### src/fdlr_pkg.sv
// Package for the flank density log ratio block: widths, register indexes,
// reset values and fixed-point constants. No dependencies.
`timescale 1ns / 1ps
package fdlr_pkg;
   localparam int COORD_BITS_DEF = 32;
   localparam int SUM_BITS_DEF   = 48;
   localparam int CHROM_W        = 8;
   localparam int DIST_W         = 28;
   localparam int VALUE_W        = 32;
   localparam int RATIO_W        = 24;
   localparam int STATUS_W       = 2;
   localparam int LOG_FRAC       = 28;
   localparam int IDX_W          = 3;
   localparam logic [DIST_W-1:0] MIN_DIST_RESET = 28'd3000;
   localparam logic [DIST_W-1:0] MAX_DIST_RESET = 28'd500000;
   localparam logic [31:0] LN2_Q28 = 32'd186065280;

   localparam logic [IDX_W-1:0] REG_TARGET_CHROM = 3'd0;
   localparam logic [IDX_W-1:0] REG_TARGET_START = 3'd1;
   localparam logic [IDX_W-1:0] REG_TARGET_END   = 3'd2;
   localparam logic [IDX_W-1:0] REG_MIN_DIST     = 3'd3;
   localparam logic [IDX_W-1:0] REG_MAX_DIST     = 3'd4;

   // Commands from the controller to the datapath.
   typedef struct packed {
      logic accumulate;   // test and add the captured record
      logic fin_start;    // latch spans and status for the final pass
      logic log_load;     // load the log unit with operand selected by log_sel
      logic [1:0] log_sel;// 0 up_sum, 1 up_span, 2 down_sum, 3 down_span
      logic log_step;     // one squaring step of the log unit
      logic log_take;     // fold the finished log into the difference
      logic mul_step;     // one partial product of the ln2 scaling
      logic finish;       // form the result and clear the accumulators
   } cmd_type;

   // Status back to the controller.
   typedef struct packed {
      logic flagged;      // a window is empty or zero
   } stat_type;
endpackage

### src/fdlr_ctrl.sv
// Controller for the flank density log ratio block: sequences the record
// accumulate and the final log pass. Uses fdlr_pkg.
`timescale 1ns / 1ps
module fdlr_ctrl (
   input  logic clock,
   input  logic reset,
   input  logic in_valid,
   input  logic in_last,
   output logic in_ready,
   output logic out_valid,
   input  logic out_ready,
   input  fdlr_pkg::stat_type stat,
   output fdlr_pkg::cmd_type cmd
);
   typedef enum logic [2:0] {
      ST_IDLE, ST_FIN, ST_LOAD, ST_LOG, ST_TAKE, ST_MUL, ST_DONE, ST_OUT
   } state_type;

   state_type state_ff, state_in;
   logic [1:0] sel_ff, sel_in;
   logic [4:0] cnt_ff, cnt_in;
   logic       acc_fire;

   assign in_ready  = (state_ff == ST_IDLE);
   assign out_valid = (state_ff == ST_OUT);
   assign acc_fire  = in_valid && in_ready;

   // Next state and commands.
   always_comb begin
      state_in = state_ff;
      sel_in   = sel_ff;
      cnt_in   = cnt_ff;
      cmd      = '0;
      cmd.log_sel = sel_ff;
      case (state_ff)
         ST_IDLE: begin
            if (acc_fire) begin
               cmd.accumulate = 1'b1;
               if (in_last) state_in = ST_FIN;
            end
         end
         ST_FIN: begin
            cmd.fin_start = 1'b1;
            sel_in = 2'd0;
            state_in = stat.flagged ? ST_DONE : ST_LOAD;
         end
         ST_LOAD: begin
            cmd.log_load = 1'b1;
            cnt_in = 5'd0;
            state_in = ST_LOG;
         end
         ST_LOG: begin
            cmd.log_step = 1'b1;
            cnt_in = cnt_ff + 5'd1;
            if (cnt_ff == 5'(fdlr_pkg::LOG_FRAC - 1)) state_in = ST_TAKE;
         end
         ST_TAKE: begin
            cmd.log_take = 1'b1;
            sel_in = sel_ff + 2'd1;
            cnt_in = 5'd0;
            state_in = (sel_ff == 2'd3) ? ST_MUL : ST_LOAD;
         end
         ST_MUL: begin
            cmd.mul_step = 1'b1;
            cnt_in = cnt_ff + 5'd1;
            if (cnt_ff == 5'd1) state_in = ST_DONE;
         end
         ST_DONE: begin
            cmd.finish = 1'b1;
            state_in = ST_OUT;
         end
         ST_OUT: begin
            if (out_ready) state_in = ST_IDLE;
         end
         default: state_in = ST_IDLE;
      endcase
   end

   always_ff @(posedge clock) begin
      if (reset) begin
         state_ff <= ST_IDLE;
         sel_ff   <= 2'd0;
         cnt_ff   <= 5'd0;
      end else begin
         state_ff <= state_in;
         sel_ff   <= sel_in;
         cnt_ff   <= cnt_in;
      end
   end

   // The log pass never runs for a flagged result.
   assert property (@(posedge clock) disable iff (reset)
      (state_ff == ST_FIN && stat.flagged) |=> state_ff == ST_DONE)
      else $error("flagged result entered log pass");
   // A result is offered only after finish.
   assert property (@(posedge clock) disable iff (reset)
      $rose(out_valid) |-> $past(cmd.finish))
      else $error("result without finish");
   // No record is taken while a result waits.
   assert property (@(posedge clock) disable iff (reset)
      out_valid |-> !in_ready)
      else $error("input open during output");
endmodule

### src/fdlr_datapath.sv
// Datapath for the flank density log ratio block: window tests, saturating
// sums, extents, an iterative log2 unit and the ln2 scaling. Uses fdlr_pkg.
`timescale 1ns / 1ps
module fdlr_datapath #(
   parameter int COORD_BITS = fdlr_pkg::COORD_BITS_DEF,
   parameter int SUM_BITS   = fdlr_pkg::SUM_BITS_DEF
) (
   input  logic clock,
   input  logic reset,
   input  fdlr_pkg::cmd_type cmd,
   output fdlr_pkg::stat_type stat,
   input  logic [fdlr_pkg::CHROM_W-1:0] target_chrom,
   input  logic [COORD_BITS-1:0] target_start,
   input  logic [COORD_BITS-1:0] target_end,
   input  logic [fdlr_pkg::DIST_W-1:0] min_distance,
   input  logic [fdlr_pkg::DIST_W-1:0] max_distance,
   input  logic [fdlr_pkg::CHROM_W-1:0] chrom_id,
   input  logic [COORD_BITS-1:0] rec_start,
   input  logic [COORD_BITS-1:0] rec_end,
   input  logic [fdlr_pkg::VALUE_W-1:0] pile_value,
   output logic signed [fdlr_pkg::RATIO_W-1:0] direction_ratio,
   output logic [fdlr_pkg::STATUS_W-1:0] status
);
   localparam int DW  = COORD_BITS + 3;            // signed doubled distance
   localparam int OPW = (SUM_BITS > COORD_BITS) ? SUM_BITS : COORD_BITS;
   localparam int KW  = $clog2(OPW);
   localparam int FR  = fdlr_pkg::LOG_FRAC;
   localparam int LW  = KW + FR + 2;               // signed log difference
   localparam int MAGW = LW - 1;
   localparam logic [COORD_BITS-1:0] CMAX = '1;
   localparam logic [SUM_BITS-1:0]   SMAX = '1;

   logic [SUM_BITS-1:0]   up_sum_ff, down_sum_ff;
   logic [COORD_BITS-1:0] up_low_ff, up_high_ff, down_low_ff, down_high_ff;
   logic                  up_seen_ff, down_seen_ff;
   logic [COORD_BITS-1:0] up_span_ff, down_span_ff;
   logic [1:0]            flag_ff;
   logic [30:0]           mant_ff;                // Q1.30, below 2^31
   logic [KW-1:0]         exp_ff;
   logic [FR-1:0]         frac_ff;
   logic signed [LW-1:0]  diff_ff;
   logic [MAGW+31:0]      prod_ff;
   logic signed [fdlr_pkg::RATIO_W-1:0] ratio_ff;
   logic [1:0]            status_ff;

   // Window tests at doubled scale.
   logic signed [DW-1:0] mid2, de, ds, mn2, mx2;
   logic on_chrom, in_down, in_up;
   assign mid2 = DW'(target_start) + DW'(target_end);
   assign de   = (DW'(rec_end) <<< 1) - mid2;
   assign ds   = (DW'(rec_start) <<< 1) - mid2;
   assign mn2  = DW'({min_distance, 1'b0});
   assign mx2  = DW'({max_distance, 1'b0});
   assign on_chrom = (chrom_id == target_chrom);
   assign in_down  = on_chrom && (de > mn2) && (ds < mx2);
   assign in_up    = on_chrom && (de > -mx2) && (ds < -mn2);

   // Saturating adds.
   logic [SUM_BITS:0] up_add, down_add;
   assign up_add   = {1'b0, up_sum_ff} + (SUM_BITS+1)'(pile_value);
   assign down_add = {1'b0, down_sum_ff} + (SUM_BITS+1)'(pile_value);

   // Spans.
   logic [COORD_BITS-1:0] up_span, down_span;
   assign up_span   = (up_high_ff > up_low_ff) ? up_high_ff - up_low_ff : '0;
   assign down_span = (down_high_ff > down_low_ff) ? down_high_ff - down_low_ff : '0;
   logic [1:0] flag_now;
   assign flag_now[0] = !up_seen_ff || (up_span == '0) || (up_sum_ff == '0);
   assign flag_now[1] = !down_seen_ff || (down_span == '0) || (down_sum_ff == '0);
   assign stat.flagged = |flag_now;

   // Log operand select and normalization (priority encoder).
   logic [OPW-1:0] op;
   logic [KW-1:0]  top;
   logic [OPW-1:0] norm;
   always_comb begin
      case (cmd.log_sel)
         2'd0:    op = OPW'(up_sum_ff);
         2'd1:    op = OPW'(up_span_ff);
         2'd2:    op = OPW'(down_sum_ff);
         default: op = OPW'(down_span_ff);
      endcase
      top = '0;
      for (int i = 0; i < OPW; i++) begin
         if (op[i]) top = KW'(i);
      end
      norm = op << (KW'(OPW - 1) - top);
   end
   logic [30:0] mant_init;
   assign mant_init = (OPW >= 31) ? 31'(norm >> (OPW - 31)) : 31'(norm) << (31 - OPW);
   // Note: the top bit of mant_init is the leading one (value in [2^30, 2^31)).

   // One squaring step.
   logic [61:0] sq;
   logic [31:0] sq_sh;
   assign sq    = 62'(mant_ff) * 62'(mant_ff);
   assign sq_sh = sq[61:30];

   logic signed [LW-1:0] lg;
   assign lg = LW'({exp_ff, frac_ff});

   // ln2 scaling on |diff| in two halves.
   logic neg;
   logic [MAGW-1:0] mag;
   localparam int HW = (MAGW + 1) / 2;
   assign neg = diff_ff[LW-1];
   assign mag = neg ? MAGW'(-diff_ff) : MAGW'(diff_ff);
   logic [HW-1:0] half;
   assign half = prod_ff[MAGW+31] ? HW'(mag >> HW) : HW'(mag);
   logic [MAGW+31:0] pp;
   assign pp = (MAGW+32)'(half) * (MAGW+32)'(fdlr_pkg::LN2_Q28);

   logic [MAGW+31:0] rnd;
   logic [MAGW-9:0]  q;
   assign rnd = {1'b0, prod_ff[MAGW+30:0]} + ((MAGW+32)'(1) << 39);
   assign q   = rnd[MAGW+31:40];
   logic signed [fdlr_pkg::RATIO_W-1:0] sat;
   always_comb begin
      if (q >= (MAGW-8)'(23'h7FFFFF)) sat = neg ? -24'sd8388607 - 24'sd1 : 24'sd8388607;
      else sat = neg ? -$signed(24'(q)) : $signed(24'(q));
      if (q == (MAGW-8)'(23'h7FFFFF)) sat = neg ? -24'sd8388607 : 24'sd8388607;
   end

   always_ff @(posedge clock) begin
      if (reset) begin
         up_sum_ff <= '0; down_sum_ff <= '0;
         up_low_ff <= CMAX; down_low_ff <= CMAX;
         up_high_ff <= '0; down_high_ff <= '0;
         up_seen_ff <= 1'b0; down_seen_ff <= 1'b0;
         status_ff <= '0; ratio_ff <= '0;
      end else begin
         if (cmd.accumulate) begin
            if (in_down) begin
               down_sum_ff <= down_add[SUM_BITS] ? SMAX : down_add[SUM_BITS-1:0];
               if (rec_start < down_low_ff) down_low_ff <= rec_start;
               if (rec_end > down_high_ff) down_high_ff <= rec_end;
               down_seen_ff <= 1'b1;
            end
            if (in_up) begin
               up_sum_ff <= up_add[SUM_BITS] ? SMAX : up_add[SUM_BITS-1:0];
               if (rec_start < up_low_ff) up_low_ff <= rec_start;
               if (rec_end > up_high_ff) up_high_ff <= rec_end;
               up_seen_ff <= 1'b1;
            end
         end
         if (cmd.finish) begin
            status_ff <= flag_ff;
            ratio_ff  <= (flag_ff != 2'b00) ? '0 : sat;
            up_sum_ff <= '0; down_sum_ff <= '0;
            up_low_ff <= CMAX; down_low_ff <= CMAX;
            up_high_ff <= '0; down_high_ff <= '0;
            up_seen_ff <= 1'b0; down_seen_ff <= 1'b0;
         end
      end
   end

   // Final pass registers (payload, no reset).
   always_ff @(posedge clock) begin
      if (cmd.fin_start) begin
         up_span_ff   <= up_span;
         down_span_ff <= down_span;
         flag_ff      <= flag_now;
         diff_ff      <= '0;
         prod_ff      <= '0;
      end
      if (cmd.log_load) begin
         mant_ff <= mant_init;
         exp_ff  <= top;
         frac_ff <= '0;
      end
      if (cmd.log_step) begin
         if (sq_sh[31]) begin
            mant_ff <= sq_sh[31:1];
            frac_ff <= {frac_ff[FR-2:0], 1'b1};
         end else begin
            mant_ff <= sq_sh[30:0];
            frac_ff <= {frac_ff[FR-2:0], 1'b0};
         end
      end
      if (cmd.log_take) begin
         if (cmd.log_sel == 2'd0 || cmd.log_sel == 2'd3) diff_ff <= diff_ff + lg;
         else diff_ff <= diff_ff - lg;
      end
      // Low half first (marker in the top bit), then high half shifted up.
      if (cmd.mul_step) begin
         if (!prod_ff[MAGW+31]) prod_ff <= {1'b1, pp[MAGW+30:0]};
         else prod_ff <= {1'b0, prod_ff[MAGW+30:0] + (pp[MAGW+30:0] << HW)};
      end
   end

   assign direction_ratio = ratio_ff;
   assign status          = status_ff;

   // A zero upstream status bit implies the upstream window was seen.
   assert property (@(posedge clock) disable iff (reset)
      cmd.fin_start && !flag_now[0] |-> up_seen_ff)
      else $error("upstream passed without records");
   // Accumulators are clear after finish.
   assert property (@(posedge clock) disable iff (reset)
      cmd.finish |=> (up_sum_ff == '0) && !down_seen_ff)
      else $error("accumulators not cleared");
   // Flagged results carry a zero ratio.
   assert property (@(posedge clock) disable iff (reset)
      $past(cmd.finish) && status_ff != 2'b00 |-> ratio_ff == '0)
      else $error("flagged nonzero ratio");
endmodule

### src/flank_density_log_ratio.sv
// Top level of the flank density log ratio block: register file, controller
// and datapath. Uses fdlr_pkg, fdlr_ctrl and fdlr_datapath.
`timescale 1ns / 1ps
// Usage:
// Pile-up records enter on the req_ stream; req_tlast marks the final record
// of a data set. Records that are not last are taken back to back, one per
// cycle: each is tested and accumulated in the cycle it is accepted, and the
// controller stays idle. After the last record the block computes four
// fixed-point logs, each a load, 28 squaring steps of one shared multiplier
// and a fold, then two partial products for the ln2 scaling and a final
// step to form the result, which then raises rsp_tvalid. When a window is
// empty or zero the logs and the scaling are skipped and the ratio is zero.
// The result waits on rsp_ until taken; while it waits no record is taken, and
// records are taken again from the cycle after the result is taken. Registers
// are written on the csr_ channel, always ready; the user must write them only
// while idle, the block itself does not enforce it. Reset clears the registers
// to defaults, empties both windows; the accumulators clear after every result.
module flank_density_log_ratio #(
   parameter int COORD_BITS = fdlr_pkg::COORD_BITS_DEF,
   parameter int SUM_BITS   = fdlr_pkg::SUM_BITS_DEF
) (
   input  logic clock,
   input  logic reset,
   input  logic         req_tvalid,
   output logic         req_tready,
   // chrom_id[7:0], rec_start[39:8], rec_end[71:40], pile_value[103:72]
   input  logic [103:0] req_tdata,
   input  logic         req_tlast,
   output logic         rsp_tvalid,
   input  logic         rsp_tready,
   // direction_ratio[23:0], status[25:24], zero fill to 32 bits
   output logic [31:0]  rsp_tdata,
   input  logic         csr_valid,
   output logic         csr_ready,
   input  logic [fdlr_pkg::IDX_W-1:0] csr_index,
   input  logic [31:0]  csr_data
);
   logic [fdlr_pkg::CHROM_W-1:0] chrom_ff;
   logic [COORD_BITS-1:0] tstart_ff, tend_ff;
   logic [fdlr_pkg::DIST_W-1:0] mind_ff, maxd_ff;
   fdlr_pkg::cmd_type  cmd;
   fdlr_pkg::stat_type stat;
   logic signed [fdlr_pkg::RATIO_W-1:0] ratio;
   logic [fdlr_pkg::STATUS_W-1:0] status;

   assign csr_ready = 1'b1;

   // Configuration registers.
   always_ff @(posedge clock) begin
      if (reset) begin
         chrom_ff  <= '0;
         tstart_ff <= '0;
         tend_ff   <= '0;
         mind_ff   <= fdlr_pkg::MIN_DIST_RESET;
         maxd_ff   <= fdlr_pkg::MAX_DIST_RESET;
      end else if (csr_valid) begin
         case (csr_index)
            fdlr_pkg::REG_TARGET_CHROM: chrom_ff  <= csr_data[7:0];
            fdlr_pkg::REG_TARGET_START: tstart_ff <= COORD_BITS'(csr_data);
            fdlr_pkg::REG_TARGET_END:   tend_ff   <= COORD_BITS'(csr_data);
            fdlr_pkg::REG_MIN_DIST:     mind_ff   <= csr_data[27:0];
            fdlr_pkg::REG_MAX_DIST:     maxd_ff   <= csr_data[27:0];
            default: ;
         endcase
      end
   end

   fdlr_ctrl u_ctrl (
      .clock(clock), .reset(reset),
      .in_valid(req_tvalid), .in_last(req_tlast), .in_ready(req_tready),
      .out_valid(rsp_tvalid), .out_ready(rsp_tready),
      .stat(stat), .cmd(cmd)
   );

   fdlr_datapath #(.COORD_BITS(COORD_BITS), .SUM_BITS(SUM_BITS)) u_dp (
      .clock(clock), .reset(reset), .cmd(cmd), .stat(stat),
      .target_chrom(chrom_ff), .target_start(tstart_ff), .target_end(tend_ff),
      .min_distance(mind_ff), .max_distance(maxd_ff),
      .chrom_id(req_tdata[7:0]),
      .rec_start(COORD_BITS'(req_tdata[39:8])),
      .rec_end(COORD_BITS'(req_tdata[71:40])),
      .pile_value(req_tdata[103:72]),
      .direction_ratio(ratio), .status(status)
   );

   assign rsp_tdata = {6'd0, status, ratio};
endmodule
### config.mk
export PLATFORM = sky130hd
export DESIGN_NAME = flank_density_log_ratio
export DESIGN_NICKNAME = d
export VERILOG_FILES = /design/src/fdlr_pkg.sv /design/src/fdlr_ctrl.sv /design/src/fdlr_datapath.sv /design/src/flank_density_log_ratio.sv
export SDC_FILE = /design/constraint.sdc
export NUM_CORES = 2
export LEC_CHECK = 0
export ABC_CLOCK_PERIOD_IN_PS = 11880
export BUFFER_PORTS_ARGS = -buffer_cell sky130_fd_sc_hd__clkbuf_2
export CORE_MARGIN = 2
export CORE_UTILIZATION = 35
export CTS_CLUSTER_DIAMETER = 40
export DETAILED_ROUTE_END_ITERATION = 7
export PLACE_DENSITY = 0.54
export SYNTH_ARGS = -nofsm -noshare
export SYNTH_HDL_FRONTEND = slang
export SYNTH_SLANG_ARGS = --single-unit
### constraint.sdc
create_clock -name clock -period 11.88 [get_ports clock]
set_input_delay 1.782 -clock clock [delete_from_list [all_inputs] [get_ports clock]]
set_output_delay 1.782 -clock clock [all_outputs]
set_load 0.01 [all_outputs]
==> flow_metrics.tcl <==
set metrics [dict create \
    drcViolationCount 0 \
    finClkSkew_ps 53.74 \
    finalCritPeriodShare 0.9514 \
    mostFrequentLayoutCell "inv_1" \
    io_pins 180 \
    hpwl_mm 210.9 \
    drt-wirelength-per-cell_um 20.36 \
    finalHoldViolations 0 \
    ys_ff_latch 599 \
    tritoncts "yes" \
    clock_path_buffers 3 \
    clkTransAtPathRegs_ps 50 \
    cts_root_buffer "clkbuf_16" \
    reg2reg_slack_ps 580 \
    yosys_most_used_dff "dfxtp_1" \
    min_period_ps 11300 \
    initial_core_util 0.3516 \
    path_class "flip-flop to flip-flop" \
    num_rows 177 \
    cts.sinks 599 \
    worstPathArrival_ps 11800 \
    io_buffers 172 \
    synth_top_area_frac 0.2122 \
    grt_max_degree 91 \
    hold_class "flip-flop to flip-flop" \
    dp_slack_ps 333.3 \
    antenna_left 0 \
    synth_edf_count 209 \
    setup_tns_ps 0 \
    cp_data_required_time_ps 12370 \
    syn_area_per_cell_um2 8.675 \
    syn_inst 9416 \
    grt_usage 0.2152 \
    fin_nets 11530 \
    cts_buffers 111 \
    cts.htree.levels 3 \
    async_flop_share 0 \
    drv_cap 0 \
    max_freq_mhz 88.47 \
    finalWeightedCongestion 0.9324 \
    slew-limit-headroom 0.1306 \
    slowest_delay_ps 580 \
    ys_top_cells_by_area "fa_1 21%, ha_1 15%, dfxtp_1 9.6%" \
    die_x_um 487.1 \
    antenna_found_initial 23 \
    fin_ws_ps 577.1 \
    num_vias 67388 \
    first_iter_violations 4559 \
    whs_ps 453.6 \
    first_pass_iters 6 \
    yosysSeqAreaShare 0.1724 \
    worst_slew_pin_slew_ps 1301 \
    drive_gt1_frac 0.06860 \
    grt_pass1_vias 68497 \
    wl_mm 258.0 \
    synth_cell_types 94 \
    viasPerCell 5.317 \
    drv_slew 0 \
    synth_top_area_cell "fa_1" \
    fp.dieH_um 487.1 \
    syn_area_mm2 0.08168 \
    final_core_util 0.3886 \
    synth_warnings 0 \
    startpoint_type "flip-flop" \
    syn2layout_area_growth_pct 10.53 \
    cp_slowest_cell "or4_1" \
    endpoint_kind "flip-flop" \
    status "finished clean" \
    finalSetupViolations 0 \
    critPathMaxFanout 5 \
    die_area_mm2 0.2373 \
    insertion_delay_ps 780 \
    final_cell_mix "1296 x inv_1, 993 x ha_1, 937 x nand2_1" \
    grt_pass1_wl_mm 399.0 \
    grt_overflow_total 0 \
    rsz0062_at_grt "false" \
    core-area_mm2 0.2323 \
]
## sequential cells by signal, indices dropped and copies added (netlist names), 28 cells and up
| register | flops |
|---|---|
| u_dp.down_sum_ff | 48 |
| u_dp.up_sum_ff | 48 |
| u_dp.prod_ff | 42 |
| u_dp.diff_ff | 36 |
| tend_ff | 32 |
| tstart_ff | 32 |
| u_dp.down_high_ff | 32 |
| u_dp.down_low_ff | 32 |
| u_dp.down_span_ff | 32 |
| u_dp.up_high_ff | 32 |
| u_dp.up_low_ff | 32 |
| u_dp.up_span_ff | 32 |
| u_dp.mant_ff | 31 |
| maxd_ff | 28 |
| mind_ff | 28 |
| u_dp.frac_ff | 28 |
## worst max-delay path, delay by kind of cell, from the launching register on
kind,cells,cell delay (ps)
buffers and inverters,5,490
and+or+nand+nor,18,4730
AOI/OAI and AO/OA,12,2130
DFF,1,370
xor gates and xnor gates,2,310
adders and majority gates,9,3040
## cells in the mapped netlist (93+ instances only)
cell type	count
nor2b_1	114
a21oi_1	589
clkbuf_1	265
inv_1	1297
and2_1	246
edfxtp_1	209
nand2_1	937
fa_1	866
nor2_1	661
dfxtp_1	390
xnor2_1	291
nor3_1	153
xor2_1	149
nand3_1	140
o21ai_0	336
ha_1	994
mux2i_1	246
a21o_1	184
a211oi_1	93
## stage by stage
| stage | instance area (um^2) | std cells |
|---|---|---|
| finish | 90280 | 12673 |
| global route | 90260 | 12665 |
| CTS | 90190 | 12663 |
| detailed placement | 86290 | 12454 |
| global placement | 86290 | 12454 |
| floorplan | 81700 | 9421 |
## routing by layer
layer / share of wire / GRT usage
met1: 0.45 / 0.2900
met2: 0.47 / 0.3619
met3: 0.052 / 0.02921
met4: 0.027 / 0.05415
met5: 0.00057 / 0
## final timing paths
path                                         startpoint                       to  cells past startpoint
worst min-delay path            u_dp.direction_ratio[2]  u_dp.direction_ratio[2]                      2
worst max register to register          u_dp.diff_ff[1]         u_dp.prod_ff[65]                     46
worst min register to register  u_dp.direction_ratio[2]  u_dp.direction_ratio[2]                      2
worst max-delay path                    u_dp.diff_ff[1]         u_dp.prod_ff[65]                     46
## logic make-up after synthesis
| group | Yosys count | synth area share |
|---|---|---|
| XOR/XNOR | 440 | 0.04718 |
| adder cells (fa/ha/maj) | 1860 | 0.3645 |
| buffers and inverters | 1642 | 0.07708 |
| other | 2 | 0.00009194 |
| AO/OA/AOI/OAI | 1807 | 0.1412 |
| multiplexers | 281 | 0.03497 |
| AND/OR/NAND/NOR | 2785 | 0.1626 |
| flip-flops | 599 | 0.1724 |
## repair_timing
| item | 4_1_cts | 5_1_grt |
|---|---|---|
| setup buffers | 0 | 1 |
| gates resized for setup | 0 | 14 |
| hold buffers | 0 | 0 |
| setup endpoints to repair | 0 | 5 |
## layout make-up
cell class | instances | area, um^2
Sequential cell | 599 | 14080
Fill cell | 23382 | 142000
Multi-Input combinational cell | 7180 | 61520
Clock inverter | 87 | 1049
Timing Repair Buffer | 326 | 2044
Tap cell | 3043 | 3807
Antenna cell | 9 | 22.52
Clock buffer | 122 | 2849
Inverter | 1307 | 4906
Power is not shown: default switching activity piles up to over one toggle a cycle in this logic, so the estimate is an artifact.
